$ cat config.mk
export PLATFORM = sky130hd
export DESIGN_NAME = hex_image_stream_decoder_core
export DESIGN_NICKNAME = d
export VERILOG_FILES = /design/src/hw/rtl/hisd_pkg.sv /design/src/hw/rtl/hex_image_stream_decoder_core.sv
export SDC_FILE = /design/constraint.sdc
export NUM_CORES = 1
export LEC_CHECK = 0
export BUFFER_PORTS_ARGS = -buffer_cell sky130_fd_sc_hd__buf_2
export CAP_MARGIN = 30
export CORE_UTILIZATION = 41
export DETAILED_ROUTE_END_ITERATION = 10
export SYNTH_ARGS = -nofsm -noshare
export SYNTH_HDL_FRONTEND = slang
export SYNTH_SLANG_ARGS = --single-unit
$ cat constraint.sdc
create_clock -name aclk -period 3.15 [get_ports aclk]
set_input_delay 0.63 -clock aclk [delete_from_list [all_inputs] [get_ports aclk]]
set_output_delay 0.63 -clock aclk [all_outputs]
set_load 0.01 [all_outputs]
$ cat src/hw/rtl/hisd_pkg.sv
`timescale 1ns / 1ps

package hisd_pkg;

    localparam int DIM_W  = 13;
    localparam int ROWB_W = 15;
    localparam int CNT_W  = 5;

    localparam logic [31:0] MAX_DIM = 32'd4096;

    localparam int HEADER_DIGITS     = 4 * 2 * 2;
    localparam int WIDTH_LAST_DIGIT  = 7;
    localparam int HEIGHT_LAST_DIGIT = 15;
    localparam int HEX_ALPHA_BASE    = 10;

    localparam logic [7:0] CHAR_NUL       = 8'h00;
    localparam logic [7:0] CHAR_TAB       = 8'h09;
    localparam logic [7:0] CHAR_CR        = 8'h0D;
    localparam logic [7:0] CHAR_SPACE     = 8'h20;
    localparam logic [7:0] CHAR_0         = 8'h30;
    localparam logic [7:0] CHAR_9         = 8'h39;
    localparam logic [7:0] CHAR_UA        = 8'h41;
    localparam logic [7:0] CHAR_UF        = 8'h46;
    localparam logic [7:0] CHAR_LA        = 8'h61;
    localparam logic [7:0] CHAR_LF        = 8'h66;
    localparam logic [7:0] CHAR_TYPE_RGBA = 8'h41;
    localparam logic [7:0] CHAR_TYPE_RGB  = 8'h4E;

    localparam logic [1:0] KIND_HEADER = 2'd0;
    localparam logic [1:0] KIND_BYTE   = 2'd1;
    localparam logic [1:0] KIND_ERROR  = 2'd2;

    localparam logic [1:0] ERR_NONE      = 2'd0;
    localparam logic [1:0] ERR_BAD_TYPE  = 2'd1;
    localparam logic [1:0] ERR_EARLY_END = 2'd2;
    localparam logic [1:0] ERR_DIM_LARGE = 2'd3;

    typedef enum logic [1:0] {
        PH_SKIP,
        PH_HEAD,
        PH_DATA,
        PH_IDLE
    } phase_t;

    // {bad, nibble}; non-hex reads as zero
    function automatic logic [4:0] hex_decode(input logic [7:0] c);
        logic [7:0] tmp;
        tmp = 8'd0;
        if (c >= CHAR_0 && c <= CHAR_9) begin
            tmp = c - CHAR_0;
            return {1'b0, tmp[3:0]};
        end
        if (c >= CHAR_LA && c <= CHAR_LF) begin
            tmp = c - CHAR_LA + 8'(HEX_ALPHA_BASE);
            return {1'b0, tmp[3:0]};
        end
        if (c >= CHAR_UA && c <= CHAR_UF) begin
            tmp = c - CHAR_UA + 8'(HEX_ALPHA_BASE);
            return {1'b0, tmp[3:0]};
        end
        return {1'b1, tmp[3:0]};
    endfunction

    function automatic logic is_space(input logic [7:0] c);
        return (c == CHAR_SPACE) || (c >= CHAR_TAB && c <= CHAR_CR);
    endfunction

endpackage

$ cat src/hw/rtl/hex_image_stream_decoder_core.sv
`timescale 1ns / 1ps

// channel | dir | tdata                          | tuser        | tlast
// s_      | in  | [7:0] char_code                | -            | end_of_text
// m_      | out | see m_tdata port comment       | result_kind  | last_byte
//
// One character per cycle unless m_ stalls; each passes the input register,
// then is decoded into the result register. Reset is synchronous on aresetn
// low and returns the parser to whitespace skipping. A stalled m_ holds the
// result; s_tready drops only when both input and result registers are full.

module hex_image_stream_decoder_core
    import hisd_pkg::*;
(
    input  logic        aclk,
    input  logic        aresetn,
    input  logic [7:0]  s_tdata,   // [7:0] char_code
    input  logic        s_tlast,
    input  logic        s_tvalid,
    output logic        s_tready,
    // [1:0] error_code, [9:2] data_byte, [10] bad_digit, [11] row_end,
    // [24:12] image_width, [37:25] image_height, [38] alpha_present, [39] zero
    output logic [39:0] m_tdata,
    output logic [1:0]  m_tuser,   // [1:0] result_kind
    output logic        m_tlast,
    output logic        m_tvalid,
    input  logic        m_tready
);

    logic              in_valid_reg;
    logic [7:0]        in_char_reg;
    logic              in_end_reg;

    phase_t            phase_reg, phase_next;
    logic [CNT_W-1:0]  digit_count_reg, digit_count_next;
    logic [31:0]       header_shift_reg, header_shift_next;
    logic [DIM_W-1:0]  width_reg, width_next;
    logic [DIM_W-1:0]  height_reg, height_next;
    logic              width_big_reg, width_big_next;
    logic              height_big_reg, height_big_next;
    logic              alpha_flag_reg, alpha_flag_next;
    logic [3:0]        high_nibble_reg, high_nibble_next;
    logic              nibble_half_reg, nibble_half_next;
    logic              high_bad_reg, high_bad_next;
    logic [ROWB_W-1:0] column_count_reg, column_count_next;
    logic [DIM_W-1:0]  row_count_reg, row_count_next;
    logic [ROWB_W-1:0] row_bytes_reg, row_bytes_next;

    logic              m_valid_reg;
    logic [39:0]       m_data_reg;
    logic [1:0]        m_user_reg;
    logic              m_last_reg;

    logic              out_free, proc;
    logic              is_nul, ends, ws, in_head, head_digit, type_ok, is_rgba;
    logic              dims_big, dims_zero, rend, last;
    logic [4:0]        hex_res;
    logic [3:0]        nib;
    logic              bad;
    logic [CNT_W-1:0]  cnt_eff;
    logic [31:0]       shift_eff, shift_new;
    logic [ROWB_W-1:0] width_ext, row_bytes_calc;

    logic              res_valid, res_bad, res_rend, res_last, res_info, res_alpha;
    logic [1:0]        res_kind, res_err;
    logic [7:0]        res_byte;

    assign out_free = !m_valid_reg || m_tready;
    assign proc     = in_valid_reg && out_free;
    assign s_tready = !in_valid_reg || out_free;

    assign is_nul     = (in_char_reg == CHAR_NUL);
    assign ends       = in_end_reg || is_nul;
    assign ws         = is_space(in_char_reg);
    assign hex_res    = hex_decode(in_char_reg);
    assign nib        = hex_res[3:0];
    assign bad        = hex_res[4];
    assign in_head    = (phase_reg == PH_HEAD) || (phase_reg == PH_SKIP && !ws);
    assign cnt_eff    = (phase_reg == PH_SKIP) ? '0 : digit_count_reg;
    assign shift_eff  = (phase_reg == PH_SKIP) ? '0 : header_shift_reg;
    assign shift_new  = {shift_eff[27:0], nib};
    assign head_digit = in_head && (cnt_eff < CNT_W'(HEADER_DIGITS));
    assign is_rgba    = (in_char_reg == CHAR_TYPE_RGBA);
    assign type_ok    = is_rgba || (in_char_reg == CHAR_TYPE_RGB);
    assign dims_big   = width_big_reg || height_big_reg;
    assign dims_zero  = (width_reg == '0) || (height_reg == '0);
    assign rend       = (column_count_reg + ROWB_W'(1)) == row_bytes_reg;
    assign last       = rend && ((row_count_reg + DIM_W'(1)) == height_reg);

    assign width_ext      = ROWB_W'(width_reg);
    assign row_bytes_calc = is_rgba ? (width_ext << 2) : (width_ext + (width_ext << 1));

    always_comb begin
        phase_next = phase_reg;
        if (proc) begin
            if (ends) begin
                phase_next = PH_SKIP;
            end else begin
                unique case (phase_reg)
                    PH_SKIP: begin
                        if (!ws) phase_next = PH_HEAD;
                    end
                    PH_HEAD: begin
                        if (!head_digit) begin
                            if (!type_ok || dims_big || dims_zero) phase_next = PH_IDLE;
                            else phase_next = PH_DATA;
                        end
                    end
                    PH_DATA: begin
                        if (nibble_half_reg && last) phase_next = PH_IDLE;
                    end
                    PH_IDLE: begin
                        phase_next = PH_IDLE;
                    end
                    default: phase_next = PH_SKIP;
                endcase
            end
        end
    end

    always_comb begin
        res_valid = 1'b0;
        res_kind  = KIND_HEADER;
        res_err   = ERR_NONE;
        res_byte  = '0;
        res_bad   = 1'b0;
        res_rend  = 1'b0;
        res_last  = 1'b0;
        res_info  = 1'b0;
        res_alpha = 1'b0;
        if (proc) begin
            if (is_nul) begin
                if (phase_reg != PH_IDLE) begin
                    res_valid = 1'b1;
                    res_kind  = KIND_ERROR;
                    res_err   = ERR_EARLY_END;
                end
            end else begin
                unique case (phase_reg)
                    PH_SKIP, PH_HEAD: begin
                        if (!in_head || head_digit) begin
                            if (ends) begin
                                res_valid = 1'b1;
                                res_kind  = KIND_ERROR;
                                res_err   = ERR_EARLY_END;
                            end
                        end else begin
                            res_valid = 1'b1;
                            priority if (!type_ok) begin
                                res_kind = KIND_ERROR;
                                res_err  = ERR_BAD_TYPE;
                            end else if (dims_big) begin
                                res_kind = KIND_ERROR;
                                res_err  = ERR_DIM_LARGE;
                            end else if (dims_zero || !ends) begin
                                res_kind  = KIND_HEADER;
                                res_info  = 1'b1;
                                res_alpha = is_rgba;
                            end else begin
                                res_kind = KIND_ERROR;
                                res_err  = ERR_EARLY_END;
                            end
                        end
                    end
                    PH_DATA: begin
                        if (!nibble_half_reg || !last) begin
                            if (ends) begin
                                res_valid = 1'b1;
                                res_kind  = KIND_ERROR;
                                res_err   = ERR_EARLY_END;
                            end
                        end
                        if (nibble_half_reg && (!ends || last)) begin
                            res_valid = 1'b1;
                            res_kind  = KIND_BYTE;
                            res_byte  = {high_nibble_reg, nib};
                            res_bad   = high_bad_reg || bad;
                            res_rend  = rend;
                            res_last  = last;
                            res_info  = 1'b1;
                            res_alpha = alpha_flag_reg;
                        end
                    end
                    PH_IDLE: begin
                        res_valid = 1'b0;
                    end
                    default: res_valid = 1'b0;
                endcase
            end
        end
    end

    always_comb begin
        digit_count_next  = digit_count_reg;
        header_shift_next = header_shift_reg;
        width_next        = width_reg;
        height_next       = height_reg;
        width_big_next    = width_big_reg;
        height_big_next   = height_big_reg;
        alpha_flag_next   = alpha_flag_reg;
        high_nibble_next  = high_nibble_reg;
        nibble_half_next  = nibble_half_reg;
        high_bad_next     = high_bad_reg;
        column_count_next = column_count_reg;
        row_count_next    = row_count_reg;
        row_bytes_next    = row_bytes_reg;
        if (proc) begin
            if (ends) begin
                digit_count_next  = '0;
                header_shift_next = '0;
                width_next        = '0;
                height_next       = '0;
                width_big_next    = 1'b0;
                height_big_next   = 1'b0;
                alpha_flag_next   = 1'b0;
                high_nibble_next  = '0;
                nibble_half_next  = 1'b0;
                high_bad_next     = 1'b0;
                column_count_next = '0;
                row_count_next    = '0;
                row_bytes_next    = '0;
            end else if (head_digit) begin
                header_shift_next = shift_new;
                digit_count_next  = cnt_eff + CNT_W'(1);
                if (cnt_eff == CNT_W'(WIDTH_LAST_DIGIT)) begin
                    width_next     = shift_new[DIM_W-1:0];
                    width_big_next = shift_new > MAX_DIM;
                end
                if (cnt_eff == CNT_W'(HEIGHT_LAST_DIGIT)) begin
                    height_next     = shift_new[DIM_W-1:0];
                    height_big_next = shift_new > MAX_DIM;
                end
            end else if (in_head) begin
                if (type_ok) begin
                    alpha_flag_next = is_rgba;
                    if (!dims_big && !dims_zero) begin
                        nibble_half_next  = 1'b0;
                        column_count_next = '0;
                        row_count_next    = '0;
                        row_bytes_next    = row_bytes_calc;
                    end
                end
            end else if (phase_reg == PH_DATA) begin
                if (!nibble_half_reg) begin
                    high_nibble_next = nib;
                    high_bad_next    = bad;
                    nibble_half_next = 1'b1;
                end else begin
                    nibble_half_next = 1'b0;
                    if (rend) begin
                        column_count_next = '0;
                        row_count_next    = row_count_reg + DIM_W'(1);
                    end else begin
                        column_count_next = column_count_reg + ROWB_W'(1);
                    end
                end
            end
        end
    end

    always_ff @(posedge aclk) begin
        if (!aresetn) begin
            in_valid_reg     <= 1'b0;
            m_valid_reg      <= 1'b0;
            phase_reg        <= PH_SKIP;
            digit_count_reg  <= '0;
            header_shift_reg <= '0;
            width_reg        <= '0;
            height_reg       <= '0;
            width_big_reg    <= 1'b0;
            height_big_reg   <= 1'b0;
            alpha_flag_reg   <= 1'b0;
            high_nibble_reg  <= '0;
            nibble_half_reg  <= 1'b0;
            high_bad_reg     <= 1'b0;
            column_count_reg <= '0;
            row_count_reg    <= '0;
            row_bytes_reg    <= '0;
        end else begin
            if (s_tready) in_valid_reg <= s_tvalid;
            if (out_free) m_valid_reg <= res_valid;
            phase_reg        <= phase_next;
            digit_count_reg  <= digit_count_next;
            header_shift_reg <= header_shift_next;
            width_reg        <= width_next;
            height_reg       <= height_next;
            width_big_reg    <= width_big_next;
            height_big_reg   <= height_big_next;
            alpha_flag_reg   <= alpha_flag_next;
            high_nibble_reg  <= high_nibble_next;
            nibble_half_reg  <= nibble_half_next;
            high_bad_reg     <= high_bad_next;
            column_count_reg <= column_count_next;
            row_count_reg    <= row_count_next;
            row_bytes_reg    <= row_bytes_next;
        end
    end

    always_ff @(posedge aclk) begin
        if (s_tready && s_tvalid) begin
            in_char_reg <= s_tdata;
            in_end_reg  <= s_tlast;
        end
        if (res_valid) begin
            m_user_reg <= res_kind;
            m_last_reg <= res_last;
            m_data_reg <= {1'b0,
                           res_alpha,
                           res_info ? height_reg : DIM_W'(0),
                           res_info ? width_reg : DIM_W'(0),
                           res_rend, res_bad, res_byte, res_err};
        end
    end

    assign m_tvalid = m_valid_reg;
    assign m_tdata  = m_data_reg;
    assign m_tuser  = m_user_reg;
    assign m_tlast  = m_last_reg;

`ifndef NO_ASSERTIONS
    a_data_phase_sane: assert property (@(posedge aclk) disable iff (!aresetn)
        phase_reg == PH_DATA |-> !width_big_reg && !height_big_reg && row_bytes_reg != '0)
        else $error("data phase entered with invalid dimensions");

    a_error_fields: assert property (@(posedge aclk) disable iff (!aresetn)
        m_tvalid && m_tuser == KIND_ERROR |-> m_tdata[1:0] != ERR_NONE
            && m_tdata[38:2] == '0 && !m_tlast)
        else $error("error result carries payload");

    a_nonbyte_marks: assert property (@(posedge aclk) disable iff (!aresetn)
        m_tvalid && m_tuser != KIND_BYTE |-> !m_tlast && m_tdata[11:2] == '0)
        else $error("byte marks on non-byte result");

    a_stall_keeps_input: assert property (@(posedge aclk) disable iff (!aresetn)
        in_valid_reg && !out_free |=> in_valid_reg && $stable(in_char_reg))
        else $error("input transaction dropped during stall");
`endif

endmodule
Word level (Yosys, flattened, before mapping). Cells that the tools add are included.

Add/subtract/negate cells: 9. Multiply operators: 0. Div/mod/pow operators: 0. $lt $le $gt $ge: 10. Eq/ne operators: 19. Shifts and indexed selects: 0. Mux-type cells: 119. Bitwise logic cells: 3. Reductions and logical operators: 64.

Operator list (number): 15-bit two-way mux (14); 13-bit two-way mux (14); 28-bit two-way mux (3); 1-bit two-way mux (48); 5-bit two-way mux (9); 2-bit two-way mux (17); 32-bit by 13-bit > comparator with 1-bit output, second input constant (1); 4-bit two-way mux (8); 13-bit logical NOT (2); 8-bit by 7-bit == test with 1-bit output, second input constant (2); 8-bit by 7-bit >= comparator with 1-bit output, second input constant (2); 8-bit by 7-bit less-or-equal comparator with 1-bit output, second input constant (2); 13-bit by 14-bit adder with 15-bit output (1); 15-bit by 1-bit adder with 15-bit output, second input constant (1); 15-bit == test (1); 1-bit logical OR (15); 5-bit AND reduction (3); 2-bit nonzero test (7); 13-bit by 1-bit adder with 13-bit output, second input constant (1); 13-bit == test (1); 1-bit logical AND (12); 4-bit by 1-bit subtractor with 4-bit output, second input constant (3); 1-bit logical NOT (10); 3-bit != test, second input constant (3); 30 further kinds (44).

Flip-flop bits (word level): 166. Latch bits: 0. Bits in writable memories: 0. ROM bits: 0. Input bits: 13. Output and inout bits: 45. Logic and storage cells: 248. Memories kept: 0.

Logic depth before layout (Yosys ltp). Gate-level depths: netlist of the first run.

Word-level depth: 14. Gate-level depth with buffers: 12.

Worst setup path after synthesis of the first run. Ideal clock, no wire load.

Kind: reg2reg. From: register in_char_reg[0]. To: register m_data_reg[0] (netlist: m_tdata[0]), enable pin. Data arrival time: 2455 ps. Setup slack: 299 ps. Cell stages (with the launch flop): 9. Path buffers: 1. Clock period less this slack: 2851 ps. Cell sequence: edfxtp_1 -> inv_1 -> ha_1 -> nand4_1 -> and2_0 -> buf_2 -> a21oi_1 -> o21ai_0 -> inv_1.

Longest elaborated chain between the ends: 12.

RTL lines: start: declaration (line hex_image_stream_decoder_core.sv:31) `logic [7:0] in_char_reg;`; start signal: assignment (line hex_image_stream_decoder_core.sv:301) `in_char_reg <= s_tdata;`; 8-bit by 4-bit >= comparator with 1-bit output / 8-bit by 4-bit less-or-equal comparator with 1-bit output (equally long branches) (line hisd_pkg.sv:65) `return (c == CHAR_SPACE) || (c >= CHAR_TAB && c <= CHAR_CR);`; 1-bit logical AND (line hisd_pkg.sv:65); 1-bit logical OR (line hisd_pkg.sv:65); 1-bit logical NOT; 1-bit logical AND (line hex_image_stream_decoder_core.sv:78) `assign in_head = (phase_reg == PH_HEAD) || (phase_reg == PH_SKIP && !ws);`; 1-bit logical OR (line hex_image_stream_decoder_core.sv:78); 1-bit logical NOT / 1-bit logical AND (equally long branches) (line hex_image_stream_decoder_core.sv:141, hex_image_stream_decoder_core.sv:82); 1-bit logical OR (line hex_image_stream_decoder_core.sv:141) `if (!in_head || head_digit) begin`; 1-bit two-way mux (line hex_image_stream_decoder_core.sv:141); 1-bit one-hot mux with 3 select lines (line hex_image_stream_decoder_core.sv:139) `unique case (phase_reg)`; 1-bit two-way mux (*) (line hex_image_stream_decoder_core.sv:132) `if (is_nul) begin`; 1-bit two-way mux (*) (line hex_image_stream_decoder_core.sv:131) `if (proc) begin`; net res_valid (line hex_image_stream_decoder_core.sv:64) `logic res_valid, res_bad, res_rend, res_last, res_info, res_alpha;`; end signal: assignment (line hex_image_stream_decoder_core.sv:307) `m_data_reg <= {1'b0,`; end: declaration (line hex_image_stream_decoder_core.sv:50) `logic [39:0] m_data_reg;`.

Mark *: on every way through the listed nets, which the timed path passes. The rest lies on a longest branch. A chain may end at the register's enable or synchronous reset.

Worst setup path after layout of the first run.
From: register in_char_reg[0]. To: register width_reg[7].

Longest elaborated chain between the ends: 9.

RTL lines: 8-bit by 4-bit >= comparator with 1-bit output / 8-bit by 4-bit less-or-equal comparator with 1-bit output (equally long branches) (line hisd_pkg.sv:65); 1-bit logical AND (line hisd_pkg.sv:65); 1-bit logical OR (line hisd_pkg.sv:65); 1-bit logical NOT; 1-bit logical AND (line hex_image_stream_decoder_core.sv:78); 1-bit logical OR (line hex_image_stream_decoder_core.sv:78); 1-bit logical AND (line hex_image_stream_decoder_core.sv:82) `assign head_digit = in_head && (cnt_eff < CNT_W'(HEADER_DIGITS));`; 2-bit nonzero test (no source line); 3-bit AND reduction (no source line); end signal: assignment (line hex_image_stream_decoder_core.sv:285) `width_reg <= width_next;`; end: declaration (line hex_image_stream_decoder_core.sv:37) `logic [DIM_W-1:0] width_reg, width_next;`.

Several ways; a longest one is shown, not always the timed one.

==> results.sh, run 1 <==
export IMPL_crit_fanout=15
export IMPL_synth_area_um2=9110
export IMPL_hold_slack_ps=369
export IMPL_period_minus_slack_ps=2990
export IMPL_final_nets=1137
export IMPL_grt_pass1_wl_mm=39.7
export IMPL_cp_required_ps=3510
export IMPL_yosys_area_top_type="dfxtp_1"
export IMPL_synth_edf_count=51
export IMPL_cts_resized=0
export IMPL_rsz0062_at_grt="yes"
export IMPL_maxCapViolCount=0
export IMPL_r2r_start="in_char_reg[0]"
export IMPL_tns_ps=0
export IMPL_finalWirelength_mm=24.6
export IMPL_cts_buffers=17
export IMPL_finalCritPeriodShare=0.949
export IMPL_wl_per_cell_um=17.7
export IMPL_initial_core_util=0.417
export IMPL_finalMaxSlewViolations=0
export IMPL_violations="DRC"
export IMPL_clockRootBuffer="clkbuf_16"
export IMPL_largest_register_ffs=39
export IMPL_setup_viol=0
export IMPL_drt_initial_drc_count=616
export IMPL_drc=2
export IMPL_core_area_um2=21800
export IMPL_powerDensity_nw_per_um2=436
export IMPL_setup_ws_ps=162
export IMPL_place_ws_ps=126
export IMPL_die_w_um=151
export IMPL_num_vias=7953
export IMPL_synth_top_area_frac=0.253
export IMPL_hold_path_class="in2reg"
export IMPL_startpoint="in_char_reg[0]"
export IMPL_power_mw=4.56
export IMPL_status="finished with violations"
export IMPL_start_kind="register"
export IMPL_syn_nets=1084
export IMPL_dpl_cell_count=1356
export IMPL_grt_use_total=0.225
export IMPL_die_area_um2=22800
export IMPL_post_dp_cell_area_um2=9860
export IMPL_htree_levels=4
export IMPL_die_h_um=151
export IMPL_ios=58
export IMPL_ys_ff_latch=166
export IMPL_hold_viol_final=0
export IMPL_avgSynthCellArea_um2=8.74
export IMPL_max_freq_ghz=0.335
export IMPL_cts_reportedPaths_clkPinSlew_ps=70
export IMPL_gp_congestion=0.890
export IMPL_post_cts_buffers=0
export IMPL_ys_seq_area_frac=0.421
export IMPL_ys_flop_type="dfxtp_1"
export IMPL_diodes=0
export IMPL_dp_hpwl_mm=17.9
export IMPL_skew_ps=10.4
export IMPL_ir_worst_vdd_uv=380
export IMPL_regToRegSetupSlack_ps=160
export IMPL_slew_limit_headroom=0.456
export IMPL_numClockSinks=166
export IMPL_total_leakage_power_nw=3.65
export IMPL_cts_buffer_depth=2
export IMPL_design_area_um2=10400
export IMPL_drive_gt1_frac=0.162
export IMPL_yosys_warnings=0
export IMPL_async_reset_ff_frac=0
export IMPL_insertion_delay_ps=430
export IMPL_ys_types=85
export IMPL_drt_pass1_iterations=8
export IMPL_critPathKind="reg2reg"
export IMPL_yosys_top_cells_area="dfxtp_1, edfxtp_1, a21oi_1"
export IMPL_row_count=54
export IMPL_areaGrowthSynthToFinish_pct=14.6
export IMPL_setup_worst_path_end_class="register"
export IMPL_final_cells=1388
export IMPL_synth_cells=1042
export IMPL_numPortBuffers=56
export IMPL_tightest_slew_ps=803
export IMPL_drtAntennaViolNets=0
export IMPL_routed_via_density=5.73
export IMPL_grt_max_degree=45
export IMPL_antenna_found_initial=0
export IMPL_worstHoldStart="s_tdata[2]"
export IMPL_post_route_util=0.478
export IMPL_cp_data_arrival_time_ps=3340
export IMPL_cts_tree="built"
export IMPL_postCtsHoldBufs=0
export IMPL_grt_pass1_vias=7518
export IMPL_grt_overflow_total=0
==> critical path, cell delays in order (launching register included) <==
cell	delay, ps
edfxtp_1	380
inv_1	90
ha_1	240
nor4b_1	340
a211oi_1	90
buf_4	160
o311ai_1	670
a21oi_2	200
nand2_1	450
nand2_1	120
a21oi_1	160
==> layout make-up <==
class	instances	area, µm²
clock inverters	15	151
repair buffers	103	696
multi-input cells	773	4850
fillers	2111	11400
flip-flops and latches	166	3830
well taps	280	350
inverters	34	128
clock buffers	17	425
==> report_power, final <==
part	internal, mW	total (mW)	leakage, nW	switching (mW)
registers	2.23	2.25	1.41	0.0182
logic	0.0751	0.247	1.95	0.172
clock network	1.06	2.06	0.281	1.00
total	3.36	4.56	3.65	1.19
==> layout by cell type, fill, tap and decap left out, drive strengths merged, types with 17 or more instances in the layout <==
cell type  count
a21oi        117
dfxtp        115
nand2        110
buf          103
nand3         75
nor2          72
edfxtp        51
inv           45
o21ai         32
nand4         31
xnor2         30
ha            28
nor3          28
nor4          20
clkbuf        17
==> path summary, 6_finish.rpt <==
check	cells after the start	to
hold / removal	1	in_char_reg[2]
setup / recovery	10	width_reg[7]
setup reg to reg	10	width_reg[7]
hold reg to reg	2	header_shift_reg[26]
==> cells in the mapped netlist (5+ instances only) <==
master,number
xnor2_1,30
and2_1,11
or2_2,8
o31ai_1,5
clkbuf_1,41
a21oi_1,109
nor4_1,18
nor2_1,72
a21boi_0,12
a22oi_1,15
xor2_1,14
nor3b_1,5
dfxtp_1,115
nand3_1,72
nand4_1,29
inv_1,34
nand2_1,110
and4_1,5
edfxtp_1,51
and3_1,8
a211oi_1,9
buf_2,18
nor3_1,25
a21o_1,6
or4_1,11
o211ai_1,5
mux2i_1,14
a21oi_2,8
a31oi_1,10
o21ai_0,28
buf_1,5
ha_1,28
nand2b_1,6
nor2b_1,11
o21a_1,5
==> logic make-up after synthesis <==
kind of cell,count (synthesis),synth area share
AOI/OAI and AO/OA,261,0.187
xor gates and xnor gates,45,0.0448
adders and majority gates,29,0.0407
buffers and inverters,103,0.0475
DFF,166,0.421
muxes,14,0.0154
other,1,0.000412
and+or+nand+nor,423,0.243
==> metal layers <==
layer,GRT usage,vias to the layer above,wire length [µm]
met5,0,-,0
met1,0.308,3805,11600
met2,0.362,193,11600
met4,0.0775,0,514
met3,0.0337,31,955
li1,-,3924,-
Note: power is estimated with default switching activity, not from simulation.
==> inputs of run 2 (changes only) <==
- ABC_AREA: not set -> 1
==> run 2 against run 1 <==
The run now ends clean. Wire length shrank 6.1%. Synthesized cell count up 18%. Global-route usage down 1.3 points. Register-to-register slack better by 170 ps. Final cell count grew 13%. Clock skew grew 3.2 ps. Power grew 8.0%. Non-clock buffer count is 28 lower. Cell area fell by 2.1%. Critical path depth rose by 4. Critical path type unchanged. Largest power group unchanged. Highest routed layer unchanged.
==> results.sh, run 2 <==
export IMPL_yosys_warnings=0
export IMPL_rr_worst_depth=14
export IMPL_drt_pass1_iterations=6
export IMPL_num_vias=8178
export IMPL_htree_levels=4
export IMPL_power_frac_clock=0.455
export IMPL_largest_register_ffs=39
export IMPL_diodes=0
export IMPL_hold_path_end="in_char_reg[2]"
export IMPL_ys_types=45
export IMPL_r2r_start="column_count_reg[0]"
export IMPL_drtAntennaViolNets=0
export IMPL_gp_congestion=0.877
export IMPL_synth_cells=1228
export IMPL_die_w_um=150
export IMPL_async_reset_ff_frac=0
export IMPL_postCtsHoldBufs=0
export IMPL_finalMaxSlewViolations=0
export IMPL_areaGrowthSynthToFinish_pct=13.9
export IMPL_seqPwrFrac=0.468
export IMPL_comb_power_share=0.077
export IMPL_max_freq_ghz=0.355
export IMPL_rsz0062_at_grt="no"
export IMPL_row_count=53
export IMPL_setup_viol=0
export IMPL_layout_common_cells="nand2_1, inv_1, dfxtp_1"
export IMPL_switching_share=0.254
export IMPL_regToRegSetupSlack_ps=330
export IMPL_cp_required_ps=3430
export IMPL_synth_edf_count=51
export IMPL_ys_flop_type="dfxtp_1"
export IMPL_syn_nets=1270
export IMPL_start_kind="register"
export IMPL_ios=58
export IMPL_ys_seq_area_frac=0.427
export IMPL_cts_resized=0
export IMPL_routed_via_density=5.21
export IMPL_grt_overflow_total=0
export IMPL_final_common_cell="nand2_1"
export IMPL_wl_per_cell_um=14.7
export IMPL_finalCritPeriodShare=0.894
export IMPL_status="completed"
export IMPL_initial_core_util=0.423
export IMPL_tightest_slew_ps=879
export IMPL_dp_hpwl_mm=17.1
export IMPL_grt_max_degree=52
export IMPL_drive_gt1_frac=0.124
export IMPL_cts_buffers=17
export IMPL_yosysMostFrequentCell="nand2_1"
export IMPL_worstHoldStart="s_tdata[2]"
export IMPL_cpPeakStageDelay_ps=410
export IMPL_yosys_area_top_type="dfxtp_1"
export IMPL_critPathSlowestCell="dfxtp_1"
export IMPL_setup_worst_path_end_class="register"
export IMPL_p_int_mw=3.67
export IMPL_cts_tree="built"
export IMPL_period_minus_slack_ps=2820
export IMPL_drt_initial_drc_count=593
export IMPL_holdPathStages=1
export IMPL_path_cells="ha_2 > nand2_2 > nor2_2 > nand3_1 > nand3b_1 > nand2_1 > nor3_2 > nand3_1 > nor2_4 > nand3_2 > nand2_2 > nand3_4 > buf_12 > a21oi_1"
export IMPL_total_leakage_power_nw=4.10
export IMPL_antenna_found_initial=0
export IMPL_synth_top_area_frac=0.257
export IMPL_post_cts_buffers=0
export IMPL_grt_pass1_wl_mm=37.0
export IMPL_grt_use_total=0.212
export IMPL_die_area_um2=22500
export IMPL_hold_viol_final=0
export IMPL_crit_fanout=36
export IMPL_ir_worst_vdd_uv=318
export IMPL_critPathKind="reg2reg"
export IMPL_hold_slack_ps=366
export IMPL_powerDensity_nw_per_um2=481
export IMPL_numClockSinks=166
export IMPL_numPortBuffers=56
export IMPL_insertion_delay_ps=440
export IMPL_maxCapViolCount=0
export IMPL_synth_area_um2=8970
export IMPL_tns_ps=0
export IMPL_avgSynthCellArea_um2=7.31
export IMPL_cp_data_arrival_time_ps=3100
export IMPL_ys_ff_latch=166
export IMPL_ys_top_cells_by_count="nand2_1, inv_1, dfxtp_1"
export IMPL_core_area_um2=21200
export IMPL_grt_pass1_vias=7205
export IMPL_skew_ps=13.5
export IMPL_final_nets=1323
export IMPL_yosys_top_cells_area="dfxtp_1, edfxtp_1, nand2_1"
export IMPL_hold_path_class="in2reg"
export IMPL_slew_limit_headroom=0.410
export IMPL_cts_buffer_depth=2
export IMPL_r2r_end="m_tdata[16]"
export IMPL_cts_reportedPaths_clkPinSlew_ps=70
export IMPL_die_h_um=150
export IMPL_drc=0
export IMPL_clockRootBuffer="clkbuf_16"
export IMPL_finalWirelength_mm=23.1
export IMPL_p_sw_mw=1.25
-- run 2: cell count changes in the layout (fill, tap and decap cells not counted), sizes merged, moves of 16 or more --
cell   previous run  this run
a21oi           117       134
a22oi            16         0
buf             103        75
inv              45       139
nand2           110       325
nand3            75       106
nor2             72       115
nor4             20         1
o21ai            32        71
xnor2            30         2
-- run 2: cells by family (layout without fill, tap and decap cells) --
family                   Yosys count  count (layout)  synth area share
XOR/XNOR                          11              11            0.0107
other                              1               1          0.000418
flip-flops                       166             166             0.427
buffers and inverters            179             245            0.0787
AO/OA/AOI/OAI                    232             232             0.146
AND/OR/NAND/NOR                  610             610             0.296
adder cells (fa/ha/maj)           29              29            0.0413
-- run 2: final cells by class --
type / count / area [µm²]
clock inverter: 14 / 188
clock buffer: 18 / 439
inverter: 138 / 522
timing repair buffer: 75 / 448
tap: 275 / 344
fill: 2123 / 11000
multi-input combinational: 883 / 4450
sequential: 166 / 3830
-- run 2: worst max-delay path, delay by kind of cell (launching register included) --
family                   cells  cell delay [ps]
flip-flops                   1              410
AO/OA/AOI/OAI                1              180
buffers and inverters        1              210
adder cells (fa/ha/maj)      1              280
AND/OR/NAND/NOR             11             1560
-- run 2: worst max path at each step --
stage                             start           endpoint  slack (ps)  depth (start not counted)
floorplan                in_char_reg[0]         m_tdata[0]         300                         11
global placement    column_count_reg[0]        m_tdata[16]         290                         14
detailed placement       in_char_reg[0]  row_count_reg[12]         250                         15
CTS                      in_char_reg[0]  row_count_reg[12]         230                         15
global route        column_count_reg[0]        m_tdata[16]           5                         16
finish              column_count_reg[0]        m_tdata[16]         330                         14
-- run 2: metrics by stage --
stage	utilization	area [µm²]	cells	total power, mW	worst slack [ps]
after global placement	0.451	9580	1537	2.72	286
after global routing	0.482	10200	1569	5.08	4.66
after floorplan	-	8970	1228	2.60	299
after CTS	0.481	10200	1569	4.95	229
after detailed placement	0.451	9580	1537	2.72	254
final	0.482	10200	1569	4.92	334
-- run 2: power groups by stage --
stage,clock [mW],combinational (mW),sequential (mW)
2_1_floorplan,0,0.250,2.35
3_3_place_gp,0,0.372,2.35
3_5_place_dp,0,0.375,2.35
4_1_cts,2.27,0.376,2.30
5_1_grt,2.35,0.422,2.31
6_report,2.24,0.380,2.30
-- run 2: metal layers --
metal,part of all wire,global-route usage
met5,0,0
met4,0.022,0.0737
met3,0.044,0.0409
met2,0.46,0.336
met1,0.47,0.287
